File: config.mk
export PLATFORM = sky130hd
export DESIGN_NAME = nmea_rmc_sentence_parser_flat
export DESIGN_NICKNAME = d
export VERILOG_FILES = /design/src/sv/nrmc_pkg.sv /design/src/sv/nrmc_ifs.sv /design/src/sv/nrmc_parse.sv /design/src/sv/nrmc_out_reg.sv /design/src/sv/nmea_rmc_sentence_parser.sv /design/src/flat_wrapper.sv
export SDC_FILE = /design/constraint.sdc
export NUM_CORES = 1
export LEC_CHECK = 0
export ABC_CLOCK_PERIOD_IN_PS = 13000
export BUFFER_PORTS_ARGS = -buffer_cell sky130_fd_sc_hd__clkbuf_2
export CAP_MARGIN = 20
export CORE_MARGIN = 2
export CORE_UTILIZATION = 45
export DETAILED_ROUTE_END_ITERATION = 8
export GPL_ROUTABILITY_DRIVEN = 0
export PLACE_DENSITY_LB_ADDON = 0.05
export REMOVE_ABC_BUFFERS = 1
export SLEW_MARGIN = 0
export SYNTH_ARGS = -nofsm -noshare
export SYNTH_HDL_FRONTEND = slang
export SYNTH_HIERARCHICAL = 1
export SYNTH_SLANG_ARGS = --single-unit
File: constraint.sdc
create_clock -name clk -period 13 [get_ports clk]
set_input_delay 1.3 -clock clk [delete_from_list [all_inputs] [get_ports clk]]
set_output_delay 1.3 -clock clk [all_outputs]
set_load 0.01 [all_outputs]
File: src/sv/nrmc_pkg.sv
// shared types and constants of the nmea rmc sentence parser
package nrmc_pkg;

  // received characters of interest
  localparam logic [7:0] CH_DOLLAR = 8'h24;
  localparam logic [7:0] CH_STAR   = 8'h2A;
  localparam logic [7:0] CH_COMMA  = 8'h2C;
  localparam logic [7:0] CH_POINT  = 8'h2E;
  localparam logic [7:0] CH_ZERO   = 8'h30;
  localparam logic [7:0] CH_NINE   = 8'h39;
  localparam logic [7:0] CH_V      = 8'h56;
  localparam logic [7:0] CH_N      = 8'h4E;
  localparam logic [7:0] CH_E      = 8'h45;

  // record kinds
  localparam logic [1:0] KIND_LAT = 2'd0;
  localparam logic [1:0] KIND_LON = 2'd1;
  localparam logic [1:0] KIND_SUM = 2'd2;

  // field numbers (commas seen so far)
  localparam logic [3:0] FLD_STATUS = 4'd2;
  localparam logic [3:0] FLD_LAT    = 4'd3;
  localparam logic [3:0] FLD_NS     = 4'd4;
  localparam logic [3:0] FLD_LON    = 4'd5;
  localparam logic [3:0] FLD_EW     = 4'd6;
  localparam logic [3:0] FLD_SPEED  = 4'd7;
  localparam logic [3:0] FLD_MAX    = 4'd15;

  // sentence type letter positions
  localparam logic [8:0] POS_TYPE_FIRST = 9'd4;
  localparam logic [8:0] POS_TYPE_MID   = 9'd5;
  localparam logic [8:0] POS_TYPE_LAST  = 9'd6;

  // configuration registers
  localparam logic [0:0]  CFG_SENTENCE_TYPE = 1'd0;
  localparam logic [0:0]  CFG_MAX_LENGTH    = 1'd1;
  localparam logic [23:0] SENTENCE_TYPE_RST = 24'h524D43;
  localparam logic [7:0]  MAX_LENGTH_RST    = 8'd100;

  // speed: thousandths of a knot, saturating
  localparam logic [23:0] SPEED_CAP = 24'd999999;
  // km/h = knots * 37 / 20; the /5 step is a reciprocal multiply
  localparam logic [24:0] DIV5_MUL   = 25'd26843546;
  localparam int          DIV5_SHIFT = 27;

  // one result record
  typedef struct packed {
    logic [1:0]  record_kind;
    logic [7:0]  char_code;
    logic        fix_valid;
    logic        north;
    logic        east;
    logic [20:0] speed_kmh_milli;
    logic        is_last;
  } rec_t;

endpackage

File: src/sv/nrmc_ifs.sv
// handshake channels: received bytes in, records out
interface nrmc_byte_if;
  logic       valid;
  logic       ready;
  logic [7:0] rx_byte;

  modport source (output valid, output rx_byte, input ready);
  modport sink (input valid, input rx_byte, output ready);
endinterface

interface nrmc_rec_if;
  logic        valid;
  logic        ready;
  logic [1:0]  record_kind;
  logic [7:0]  char_code;
  logic        fix_valid;
  logic        north;
  logic        east;
  logic [20:0] speed_kmh_milli;
  logic        is_last;

  modport source (output valid, output record_kind, output char_code, output fix_valid,
                  output north, output east, output speed_kmh_milli, output is_last,
                  input ready);
  modport sink (input valid, input record_kind, input char_code, input fix_valid,
                input north, input east, input speed_kmh_milli, input is_last,
                output ready);
endinterface

File: src/sv/nrmc_parse.sv
// per-byte sentence state and record generation
module nrmc_parse import nrmc_pkg::*; #(
  parameter int unsigned FRAC_LIMIT = 3
) (
  input  logic        clk,
  input  logic        rst,
  input  logic        byte_valid,
  input  logic [7:0]  rx_byte,
  input  logic [23:0] sentence_type,
  input  logic [7:0]  max_length,
  input  logic        out_free,
  output logic        go,
  output logic        res_valid,
  output rec_t        res
);

  localparam logic [1:0] FRAC_LIM = 2'(FRAC_LIMIT);

  // sentence state
  logic [7:0]  byte_position, byte_position_next;
  logic [1:0]  type_match_count, type_match_count_next;
  logic [3:0]  comma_count, comma_count_next;
  logic        status_invalid, status_invalid_next;
  logic        north_flag, north_flag_next;
  logic        east_flag, east_flag_next;
  logic [19:0] speed_value, speed_value_next;
  logic [1:0]  fraction_digits, fraction_digits_next;
  logic        point_seen, point_seen_next;
  logic        field_start, field_start_next;
  logic        speed_stop, speed_stop_next;
  // speed times 37, kept alongside the speed
  logic [25:0] spd37;
  logic [25:0] spd37_next;

  logic        has_result;
  logic [8:0]  pos;
  logic [7:0]  type_char;
  logic [3:0]  digit;
  logic        is_digit;
  logic [23:0] speed_sum;
  logic [1:0]  frac_inc;
  logic [48:0] div_prod;
  logic [20:0] kmh;

  // km/h in thousandths from the stored speed
  assign div_prod = 49'(spd37[25:2]) * 49'(DIV5_MUL);
  assign kmh      = div_prod[DIV5_SHIFT +: 21];

  assign pos      = {1'b0, byte_position} + 9'd1;
  assign is_digit = (rx_byte >= CH_ZERO) && (rx_byte <= CH_NINE);
  assign digit    = 4'(rx_byte - CH_ZERO);
  assign frac_inc = fraction_digits + 2'd1;

  // expected type letter at this position
  always_comb begin
    case (pos[2:0])
      3'd4:    type_char = sentence_type[23:16];
      3'd5:    type_char = sentence_type[15:8];
      default: type_char = sentence_type[7:0];
    endcase
  end

  // speed digit accumulation
  always_comb begin
    if (!point_seen) begin
      speed_sum = 24'(speed_value) * 24'd10 + 24'(digit) * 24'd1000;
    end else if (frac_inc == 2'd1) begin
      speed_sum = 24'(speed_value) + 24'(digit) * 24'd100;
    end else if (frac_inc == 2'd2) begin
      speed_sum = 24'(speed_value) + 24'(digit) * 24'd10;
    end else begin
      speed_sum = 24'(speed_value) + 24'(digit);
    end
  end

  // next state and record for the byte in the input register
  always_comb begin
    byte_position_next    = byte_position;
    type_match_count_next = type_match_count;
    comma_count_next      = comma_count;
    status_invalid_next   = status_invalid;
    north_flag_next       = north_flag;
    east_flag_next        = east_flag;
    speed_value_next      = speed_value;
    fraction_digits_next  = fraction_digits;
    point_seen_next       = point_seen;
    field_start_next      = field_start;
    speed_stop_next       = speed_stop;
    has_result            = 1'b0;
    res                   = '0;

    if (rx_byte == CH_DOLLAR || (rx_byte == CH_STAR && byte_position != 8'd0 &&
        pos < {1'b0, max_length} && pos > POS_TYPE_LAST && type_match_count == 2'd3)) begin
      // a new sentence or the end of one clears the sentence state
      type_match_count_next = '0;
      comma_count_next      = '0;
      status_invalid_next   = 1'b0;
      north_flag_next       = 1'b0;
      east_flag_next        = 1'b0;
      speed_value_next      = '0;
      fraction_digits_next  = '0;
      point_seen_next       = 1'b0;
      field_start_next      = 1'b0;
      speed_stop_next       = 1'b0;
      if (rx_byte == CH_DOLLAR) begin
        byte_position_next = (max_length > 8'd1) ? 8'd1 : 8'd0;
      end else begin
        byte_position_next  = 8'd0;
        has_result          = 1'b1;
        res.record_kind     = KIND_SUM;
        res.fix_valid       = !status_invalid;
        res.north           = !status_invalid && north_flag;
        res.east            = !status_invalid && east_flag;
        res.speed_kmh_milli = status_invalid ? 21'd0 : kmh;
        res.is_last         = 1'b1;
      end
    end else if (byte_position != 8'd0 && pos < {1'b0, max_length}) begin
      byte_position_next = pos[7:0];
      if (pos <= POS_TYPE_LAST) begin
        // type letters
        if (pos >= POS_TYPE_FIRST && rx_byte == type_char) begin
          type_match_count_next = type_match_count + 2'd1;
        end
      end else if (type_match_count == 2'd3) begin
        if (rx_byte == CH_COMMA) begin
          if (comma_count != FLD_MAX) begin
            comma_count_next = comma_count + 4'd1;
          end
          field_start_next = 1'b1;
        end else begin
          field_start_next = 1'b0;
          case (comma_count)
            FLD_STATUS: begin
              if (field_start && rx_byte == CH_V) begin
                status_invalid_next = 1'b1;
              end
            end
            FLD_LAT, FLD_LON: begin
              if (!status_invalid) begin
                has_result      = 1'b1;
                res.record_kind = (comma_count == FLD_LAT) ? KIND_LAT : KIND_LON;
                res.char_code   = rx_byte;
              end
            end
            FLD_NS: begin
              if (field_start) begin
                north_flag_next = (rx_byte == CH_N);
              end
            end
            FLD_EW: begin
              if (field_start) begin
                east_flag_next = (rx_byte == CH_E);
              end
            end
            FLD_SPEED: begin
              if (!speed_stop) begin
                if (is_digit) begin
                  if (!point_seen || fraction_digits < FRAC_LIM) begin
                    if (point_seen) begin
                      fraction_digits_next = frac_inc;
                    end
                    speed_value_next = (speed_sum > SPEED_CAP) ? SPEED_CAP[19:0]
                                                               : speed_sum[19:0];
                  end
                end else if (rx_byte == CH_POINT && !point_seen) begin
                  point_seen_next = 1'b1;
                end else begin
                  speed_stop_next = 1'b1;
                end
              end
            end
            default: begin
            end
          endcase
        end
      end
    end
  end

  assign spd37_next = {1'b0, speed_value_next, 5'b0} + {4'b0, speed_value_next, 2'b0}
                    + {6'b0, speed_value_next};

  // the byte moves on unless its record has nowhere to go
  assign go        = byte_valid && (out_free || !has_result);
  assign res_valid = go && has_result;

  // state registers
  always_ff @(posedge clk) begin
    if (rst) begin
      byte_position    <= '0;
      type_match_count <= '0;
      comma_count      <= '0;
      status_invalid   <= 1'b0;
      north_flag       <= 1'b0;
      east_flag        <= 1'b0;
      speed_value      <= '0;
      fraction_digits  <= '0;
      point_seen       <= 1'b0;
      field_start      <= 1'b0;
      speed_stop       <= 1'b0;
      spd37            <= '0;
    end else if (go) begin
      byte_position    <= byte_position_next;
      type_match_count <= type_match_count_next;
      comma_count      <= comma_count_next;
      status_invalid   <= status_invalid_next;
      north_flag       <= north_flag_next;
      east_flag        <= east_flag_next;
      speed_value      <= speed_value_next;
      fraction_digits  <= fraction_digits_next;
      point_seen       <= point_seen_next;
      field_start      <= field_start_next;
      speed_stop       <= speed_stop_next;
      spd37            <= spd37_next;
    end
  end

  // start byte clears the sentence
  a_start_clears: assert property (@(posedge clk) disable iff (rst)
    go && rx_byte == CH_DOLLAR |=> type_match_count == 2'd0 && comma_count == 4'd0 &&
      speed_value == 20'd0 && !status_invalid)
    else $error("start byte did not clear sentence state");

  // scaled copy of the speed stays in step
  a_spd37_tracks: assert property (@(posedge clk) disable iff (rst)
    spd37 == 26'(speed_value) * 26'd37)
    else $error("scaled speed out of step");

  // speed stays saturated
  a_speed_cap: assert property (@(posedge clk) disable iff (rst)
    {4'b0, speed_value} <= SPEED_CAP)
    else $error("speed above cap");

  // records only leave for an open, matched sentence
  a_rec_matched: assert property (@(posedge clk) disable iff (rst)
    res_valid |-> type_match_count == 2'd3 && byte_position != 8'd0)
    else $error("record from an unmatched sentence");

endmodule

File: src/sv/nrmc_out_reg.sv
// result register between the parser and the record channel
module nrmc_out_reg import nrmc_pkg::*; (
  input  logic  clk,
  input  logic  rst,
  input  logic  load,
  input  rec_t  res,
  output logic  out_free,
  nrmc_rec_if.source rec
);

  logic valid;
  rec_t data;

  assign out_free = !valid || rec.ready;

  // hold the record until taken
  always_ff @(posedge clk) begin
    if (rst) begin
      valid <= 1'b0;
    end else if (load) begin
      valid <= 1'b1;
    end else if (rec.ready) begin
      valid <= 1'b0;
    end
  end

  always_ff @(posedge clk) begin
    if (load) begin
      data <= res;
    end
  end

  assign rec.valid           = valid;
  assign rec.record_kind     = data.record_kind;
  assign rec.char_code       = data.char_code;
  assign rec.fix_valid       = data.fix_valid;
  assign rec.north           = data.north;
  assign rec.east            = data.east;
  assign rec.speed_kmh_milli = data.speed_kmh_milli;
  assign rec.is_last         = data.is_last;

endmodule

File: src/sv/nmea_rmc_sentence_parser.sv
// NMEA RMC sentence parser, top level
// Takes one received byte per item on rx and gives latitude/longitude character
// records and one summary record per matched sentence ending in a star on rec.
// A byte is taken every cycle unless the parse stage holds a byte whose record
// the output register cannot take. A record passes from the input register
// through the combinational parse stage, which forms the summary speed by one
// multiply by a reciprocal from a stored scaled speed, into the output register.
// No clearing pass after reset. Configuration (cfg_index 0: sentence type, 1: max
// length) is written by the user only while idle; the block does not enforce it.
module nmea_rmc_sentence_parser import nrmc_pkg::*; #(
  parameter int unsigned MAX_FRACTION_DIGITS = 3
) (
  input  logic        clk,
  input  logic        rst,
  nrmc_byte_if.sink   rx,
  nrmc_rec_if.source  rec,
  input  logic        cfg_we,
  input  logic [0:0]  cfg_index,
  input  logic [23:0] cfg_data
);

  localparam int unsigned FRAC_LIMIT = (MAX_FRACTION_DIGITS < 3) ? MAX_FRACTION_DIGITS : 3;

  logic [23:0] sentence_type;
  logic [7:0]  max_length;
  logic        s1_valid;
  logic [7:0]  s1_byte;
  logic        go;
  logic        res_valid;
  logic        out_free;
  rec_t        res;

  // configuration registers
  always_ff @(posedge clk) begin
    if (rst) begin
      sentence_type <= SENTENCE_TYPE_RST;
      max_length    <= MAX_LENGTH_RST;
    end else if (cfg_we) begin
      unique case (cfg_index)
        CFG_SENTENCE_TYPE: sentence_type <= cfg_data;
        CFG_MAX_LENGTH:    max_length    <= cfg_data[7:0];
        default: begin
        end
      endcase
    end
  end

  // input register
  assign rx.ready = !s1_valid || go;

  always_ff @(posedge clk) begin
    if (rst) begin
      s1_valid <= 1'b0;
    end else if (rx.valid && rx.ready) begin
      s1_valid <= 1'b1;
    end else if (go) begin
      s1_valid <= 1'b0;
    end
  end

  always_ff @(posedge clk) begin
    if (rx.valid && rx.ready) begin
      s1_byte <= rx.rx_byte;
    end
  end

  nrmc_parse #(
    .FRAC_LIMIT (FRAC_LIMIT)
  ) u_parse (
    .clk           (clk),
    .rst           (rst),
    .byte_valid    (s1_valid),
    .rx_byte       (s1_byte),
    .sentence_type (sentence_type),
    .max_length    (max_length),
    .out_free      (out_free),
    .go            (go),
    .res_valid     (res_valid),
    .res           (res)
  );

  nrmc_out_reg u_out (
    .clk      (clk),
    .rst      (rst),
    .load     (res_valid),
    .res      (res),
    .out_free (out_free),
    .rec      (rec)
  );

  // input stage only stalls when it holds a byte that cannot move
  a_stall_reason: assert property (@(posedge clk) disable iff (rst)
    !rx.ready |-> s1_valid && !out_free)
    else $error("input stalled without cause");

endmodule

File: src/flat_wrapper.sv
// flat-port wrapper written by rule: the top's interface ports become plain ports
module nmea_rmc_sentence_parser_flat import nrmc_pkg::*;
#(
  parameter int unsigned MAX_FRACTION_DIGITS = 3
)
  (clk, rst, cfg_we, cfg_index, cfg_data, rx_valid, rx_rx_byte, rx_ready, rec_valid, rec_record_kind, rec_char_code, rec_fix_valid, rec_north, rec_east, rec_speed_kmh_milli, rec_is_last, rec_ready);
  nrmc_byte_if rx_i ();
  nrmc_rec_if rec_i ();
  input  logic clk;
  input  logic rst;
  input  logic cfg_we;
  input  logic [0:0] cfg_index;
  input  logic [23:0] cfg_data;
  input wire logic [$bits(rx_i.valid)-1:0] rx_valid;
  input wire logic [$bits(rx_i.rx_byte)-1:0] rx_rx_byte;
  output wire logic [$bits(rx_i.ready)-1:0] rx_ready;
  output wire logic [$bits(rec_i.valid)-1:0] rec_valid;
  output wire logic [$bits(rec_i.record_kind)-1:0] rec_record_kind;
  output wire logic [$bits(rec_i.char_code)-1:0] rec_char_code;
  output wire logic [$bits(rec_i.fix_valid)-1:0] rec_fix_valid;
  output wire logic [$bits(rec_i.north)-1:0] rec_north;
  output wire logic [$bits(rec_i.east)-1:0] rec_east;
  output wire logic [$bits(rec_i.speed_kmh_milli)-1:0] rec_speed_kmh_milli;
  output wire logic [$bits(rec_i.is_last)-1:0] rec_is_last;
  input wire logic [$bits(rec_i.ready)-1:0] rec_ready;
  assign rx_i.valid = rx_valid;
  assign rx_i.rx_byte = rx_rx_byte;
  assign rx_ready = rx_i.ready;
  assign rec_valid = rec_i.valid;
  assign rec_record_kind = rec_i.record_kind;
  assign rec_char_code = rec_i.char_code;
  assign rec_fix_valid = rec_i.fix_valid;
  assign rec_north = rec_i.north;
  assign rec_east = rec_i.east;
  assign rec_speed_kmh_milli = rec_i.speed_kmh_milli;
  assign rec_is_last = rec_i.is_last;
  assign rec_i.ready = rec_ready;
  nmea_rmc_sentence_parser #(.MAX_FRACTION_DIGITS(MAX_FRACTION_DIGITS)) u_core (.clk(clk), .rst(rst), .rx(rx_i), .rec(rec_i), .cfg_we(cfg_we), .cfg_index(cfg_index), .cfg_data(cfg_data));
endmodule
* Word-level counts from Yosys, hierarchy flattened
Index checks and enable logic that the tools add are counted.
Cells by class: divide/modulo/power cells 0, reduce and logical (&&, ||, !) cells 59, order comparisons 9, multiply operators 5, add/subtract/negate cells 11, equality and inequality tests 24, bitwise logic cells 5, shift-type cells 0, muxes and demuxes 104
Operators by type and width (count):
- $mux 20 | 10
- $mux 1 | 60
- $mux 9 | 6
- $mul 24x24->47 const B | 1
- $mux 21 | 2
- $reduce_bool 2->1 | 18
- $eq 8x6->1 const B | 4
- $mux 2 | 16
- $add 25x22->26 | 1
- $add 26x20->26 | 1
- $add 24x14->24 | 1
- $eq 8x7->1 const B | 3
- $gt 24x20->1 const B | 1
- $mux 24 | 1
- $mux 4 | 6
- $mul 20x3->23 const B | 1
- $add 20x11->21 | 1
- $add 20x4->21 | 1
- $add 20x8->21 | 1
- $reduce_and 7->1 | 3
- $eq 4x3->1 const B | 4
- $mux 8 | 2
- $pmux 8 s2 | 1
- $logic_and 1x1->1 | 14
- other kinds (35) | 58
Storage, ports and cells: logic and storage cells 241, flip-flop bits (word level) 145, bits in writable memories 0, output and inout bits 37, memories kept 0, bits in latches 0, bits in read-only memories 0, bits of input ports 38

* Longest topological paths before layout
depth after elaboration 19, gate-level depth with buffers 42, depth with buffers taken out 41

* Hierarchy
Netlist, hierarchy kept.
By module, submodules not included:
- nrmc_parse | cells each 2235, times used 1, sequential area each 1321.3 um^2, area each 19497.4 um^2
- nmea_rmc_sentence_parser | cells each 149, times used 1, sequential area each 900.9 um^2, area each 1652.8 um^2
- nrmc_out_reg | cells each 39, times used 1, sequential area each 1071.0 um^2, area each 1097.3 um^2

* Least setup slack after synthesis
No wires, ideal clock.
path kind register -> register, start register u_core.s1_byte[1], end register u_core.u_parse.spd37[25], data required time 12.930 ns, library setup time 0.070 ns, buffers on the path 1, slack 4.845 ns, arrival 8.084 ns, period minus slack after synthesis 8.155 ns, cell stages (with the launch flop) 43, path through edfxtp_1 > fa_1 > inv_1 > fa_1 > inv_1 > ha_1 > a21oi_1 > inv_1 > a21oi_1 > nor2_1 > nor2_1 > o21ai_0 > a21oi_1 > xnor2_1 > ha_1 > o21a_1 > nor2_1 > a31oi_1 > (+7 left out) > a21o_1 > inv_2 > ha_1 > ha_1 > inv_1 > fa_1 > nor2b_1 > o21ai_0 > a21oi_1 > o21ai_0 > a21oi_1 > o21ai_0 > a21oi_1 > o21ai_0 > a211o_1 > a31o_2 > nand4b_1 > a21oi_1
Between the ends: cells in the longest elaborated chain, start to end 19, elaborated cells on any way between the ends 44, classes of those cells add/sub: 7; mul: 3; order compare: 3; eq/ne: 3; mux: 19; reduce/logical: 9
RTL lines:
- start: declaration | line nmea_rmc_sentence_parser.sv:27 | logic [7:0] s1_byte;
- start signal: assignment | line nmea_rmc_sentence_parser.sv:63 | s1_byte <= rx.rx_byte;
- parallel branches: the longest is 19 deep, another holds $add 24x14->24
- end signal: assignment | line nrmc_parse.sv:214 | spd37 <= spd37_next;
- end: declaration | line nrmc_parse.sv:32 | logic [25:0] spd37;
Several ways; the timed one is not identified. A chain may end at the register's enable or synchronous reset.

* Final worst setup path
Ends and elaborated chain as after synthesis.

==> impl_metrics.env <==
export IMPL_status="finished clean"
export IMPL_synth_top_family_by_area="adder cells"
export IMPL_wl_met3_mm=2.05
export IMPL_netlist_top_cell_by_area="ha_1"
export IMPL_cp_common_cell="a21oi_1"
export IMPL_synthAdderAreaFrac_pct=44.6
export IMPL_drt_iter0_markers=804
export IMPL_ys_flop_type="dfxtp_1"
export IMPL_grt_use_total_pct=23.2
export IMPL_grt_pass1_vias=17357
export IMPL_ir_drop_uv=69.5
export IMPL_p_sw_share_pct=31.2
export IMPL_cts_htree_levels=4
export IMPL_worstRegToRegCells=41
export IMPL_m1WireLength_mm=26.1
export IMPL_place_ws_ns=3.52
export IMPL_dieArea_um2=51200
export IMPL_crit_path_start="u_core/s1_byte[1]"
export IMPL_slew_viol_final=0
export IMPL_cap_violations=0
export IMPL_dieHeight_um=226
export IMPL_p_int_mw=0.860
export IMPL_drive_above_1_share_pct=7.02
export IMPL_ctsHoldBuffers=0
export IMPL_core_area_um2=48800
export IMPL_grt_overflow=0
export IMPL_place_area_um2=23200
export IMPL_yosys_area_top_type_share_pct=22.6
export IMPL_cp_required_ns=13.40
export IMPL_avgViaCountPerCell=5.32
export IMPL_layout_min_cycle_time_ns=9.59
export IMPL_critPathMaxStageDelay_ns=0.71
export IMPL_crit_path_end_kind="flip-flop"
export IMPL_synthTopCellsByCount="435 x inv_1, 401 x ha_1, 243 x fa_1"
export IMPL_ys_warn_count=6
export IMPL_fmax_mhz=104
export IMPL_crit_path_max_fanout=13
export IMPL_p_switching_mw=0.391
export IMPL_grt_pass1_wl_mm=92.3
export IMPL_area_delta_synth_final_pct=7.55
export IMPL_synth_compound_area_share_pct=14.1
export IMPL_crit_type="reg2reg"
export IMPL_async_reset_ff_share_pct=0
export IMPL_p_comb_share_pct=18.2
export IMPL_clk_path_buf_depth=2
export IMPL_skew_ns=0.0113
export IMPL_setup_viol_count_final=0
export IMPL_start_util_pct=45.5
export IMPL_ys_types=96
export IMPL_finalInstanceArea_um2=23900
export IMPL_die_w_um=226
export IMPL_ant_nets=0
export IMPL_worstMarginPinSlew_ns=0.923
export IMPL_cts_resized=0
export IMPL_p_clk_share_pct=43.9
export IMPL_cts_root_buf="clkbuf_16"
export IMPL_grt_start_max_net_pins=81
export IMPL_slowest_stage="fa_1"
export IMPL_setup_slack_ns=3.41
export IMPL_totalWireLength_mm=56.2
export IMPL_clock_sinks=143
export IMPL_syn_area_um2=22200
export IMPL_netlist_top_cells_area="ha_1 23%, fa_1 22%, dfxtp_1 9.0%, inv_1 7.3%, edfxtp_1 5.8%"
export IMPL_fin_tns_setup_ns=0
export IMPL_post_cts_setup_buffers=0
export IMPL_detail_route_wl_per_cell_um=17.9
export IMPL_hold_slack_ns=0.479
export IMPL_yosysMostFrequentCell="inv_1"
export IMPL_drc=0
export IMPL_clk_pin_slew_ns=0.07
export IMPL_leakage_nw=12.5
export IMPL_cts_tree="done"
export IMPL_synthXorXnorAreaFrac_pct=4.48
export IMPL_worstPathArrival_ns=9.99
export IMPL_syn_inst=2423
export IMPL_io_pins=75
export IMPL_seqPwrFrac_pct=37.8
export IMPL_fin_nets=3149
export IMPL_muxShareOfSynthArea_pct=1.33
export IMPL_dr_wl_met2_mm=26.8
export IMPL_vias=16721
export IMPL_firstDrtPassIters=5
export IMPL_reg2reg_from="u_core/s1_byte[1]"
export IMPL_finalHoldViolCount=0
export IMPL_clkLatencyLatePin_ns=0.48
export IMPL_ys_ff_latch=143
export IMPL_rsz0062_at_grt="false"
export IMPL_holdCritPathClass="reg2reg"
export IMPL_start_kind="flip-flop"
export IMPL_endpoint="u_core/u_parse/spd37[25]"
export IMPL_syn_area_per_cell_um2=9.18
export IMPL_ys_seq_area_share_pct=14.8
export IMPL_rows=81
export IMPL_antenna_found_initial=1
export IMPL_reg2reg_slack_ns=3.41
export IMPL_numCtsBuffers=17
export IMPL_port_buffers=74
export IMPL_fillers=4779
export IMPL_diodes=0
export IMPL_place_hpwl_mm=46.1
export IMPL_timing_final_crit_share_pct=73.8
export IMPL_cellPowerDensity_nw_per_um2=52.3
export IMPL_top_layer="met5"
export IMPL_yosys_area_share_simple_pct=12.0
export IMPL_worstReg2RegEnd="u_core/u_parse/spd37[25]"
export IMPL_synth_edf_count=43
export IMPL_relSlewSlack_pct=38.5
critical path, delay by kind of cell (launching register included):
kind                     cells  cell delay [ns]
buffers and inverters        5             0.33
AND/OR/NAND/NOR              8             1.83
AO/OA/AOI/OAI               20             3.88
XOR/XNOR                     1             0.12
flip-flops                   1             0.67
adder cells (fa/ha/maj)      7             2.70
final cells by class:
class / count / area, um2 / area share [%]
Tap cell: 664 / 831 / 3.47
Inverter: 438 / 1640 / 6.87
Multi-Input combinational cell: 1781 / 17000 / 71.2
Clock buffer: 19 / 475 / 1.99
Clock inverter: 13 / 178 / 0.743
Timing Repair Buffer: 86 / 480 / 2.01
Sequential cell: 143 / 3290 / 13.8
flip-flops by register name, summed over array words and instances (netlist names), 8 cells and up:
register                          count
u_core/max_length                     8
u_core/u_out/rec.speed_kmh_milli     21
u_core/sentence_type                 24
u_core/s1_byte                        8
u_core/u_out/rec.char_code            8
u_core/u_parse/spd37                 24
u_core/u_parse/byte_position          8
u_core/u_parse/speed_value           20
worst min-delay path by stage:
stage                                        start  depth (start not counted)  slack (ns)                       end
after global routing      u_core/sentence_type[21]                          2        0.50  u_core/sentence_type[21]
final                     u_core/sentence_type[16]                          2        0.48  u_core/sentence_type[16]
after floorplan           u_core/u_parse/east_flag                          2        0.42  u_core/u_parse/east_flag
after global placement    u_core/sentence_type[19]                          2        0.46  u_core/sentence_type[19]
after detailed placement  u_core/sentence_type[16]                          2        0.47  u_core/sentence_type[16]
after CTS                 u_core/sentence_type[16]                          2        0.48  u_core/sentence_type[16]
cell families after synthesis:
logic type	Yosys count
muxes	29
xor gates and xnor gates	109
AOI/OAI and AO/OA	470
buffers and inverters	499
adders and majority gates	647
DFF	143
and+or+nand+nor	526
power by group through the flow:
stage               sequential, mW  combinational (mW)  clock [mW]
finish                       0.474               0.228       0.550
global route                 0.475               0.258       0.583
CTS                          0.474               0.229       0.567
detailed placement           0.484               0.227           0
global placement             0.484               0.225           0
floorplan                    0.481               0.160           0
metrics by stage:
step	utilization (%)	cells	total power, mW
2_1_floorplan	-	2362	0.641
3_3_place_gp	47.5	3108	0.708
3_5_place_dp	47.6	3110	0.711
4_1_cts	48.9	3142	1.27
5_1_grt	49.0	3144	1.32
6_report	49.0	3144	1.25
routing by layer:
layer  GRT usage [%]  vias up
li1                -     8249
met1            30.9     8127
met2            38.9      278
met3            3.37       65
met4            6.98        2
met5               0        -
cells in the final DEF (no fill, tap or decap), types with 25 or more instances in the layout:
cell | netlist | final
nand3_1 | 44 | 44
fa_1 | 243 | 243
inv_1 | 435 | 435
mux2i_1 | 25 | 25
a21o_1 | 33 | 33
dfxtp_1 | 100 | 100
nand2_1 | 135 | 135
clkbuf_2 | 0 | 73
nor3_1 | 30 | 30
ha_1 | 401 | 401
a211oi_1 | 25 | 25
a21oi_1 | 129 | 129
o21ai_0 | 94 | 94
edfxtp_1 | 43 | 43
nand2b_1 | 45 | 45
nor2_1 | 138 | 137
xnor2_1 | 64 | 64
xor2_1 | 41 | 41
(Power assumes the default switching activity.)
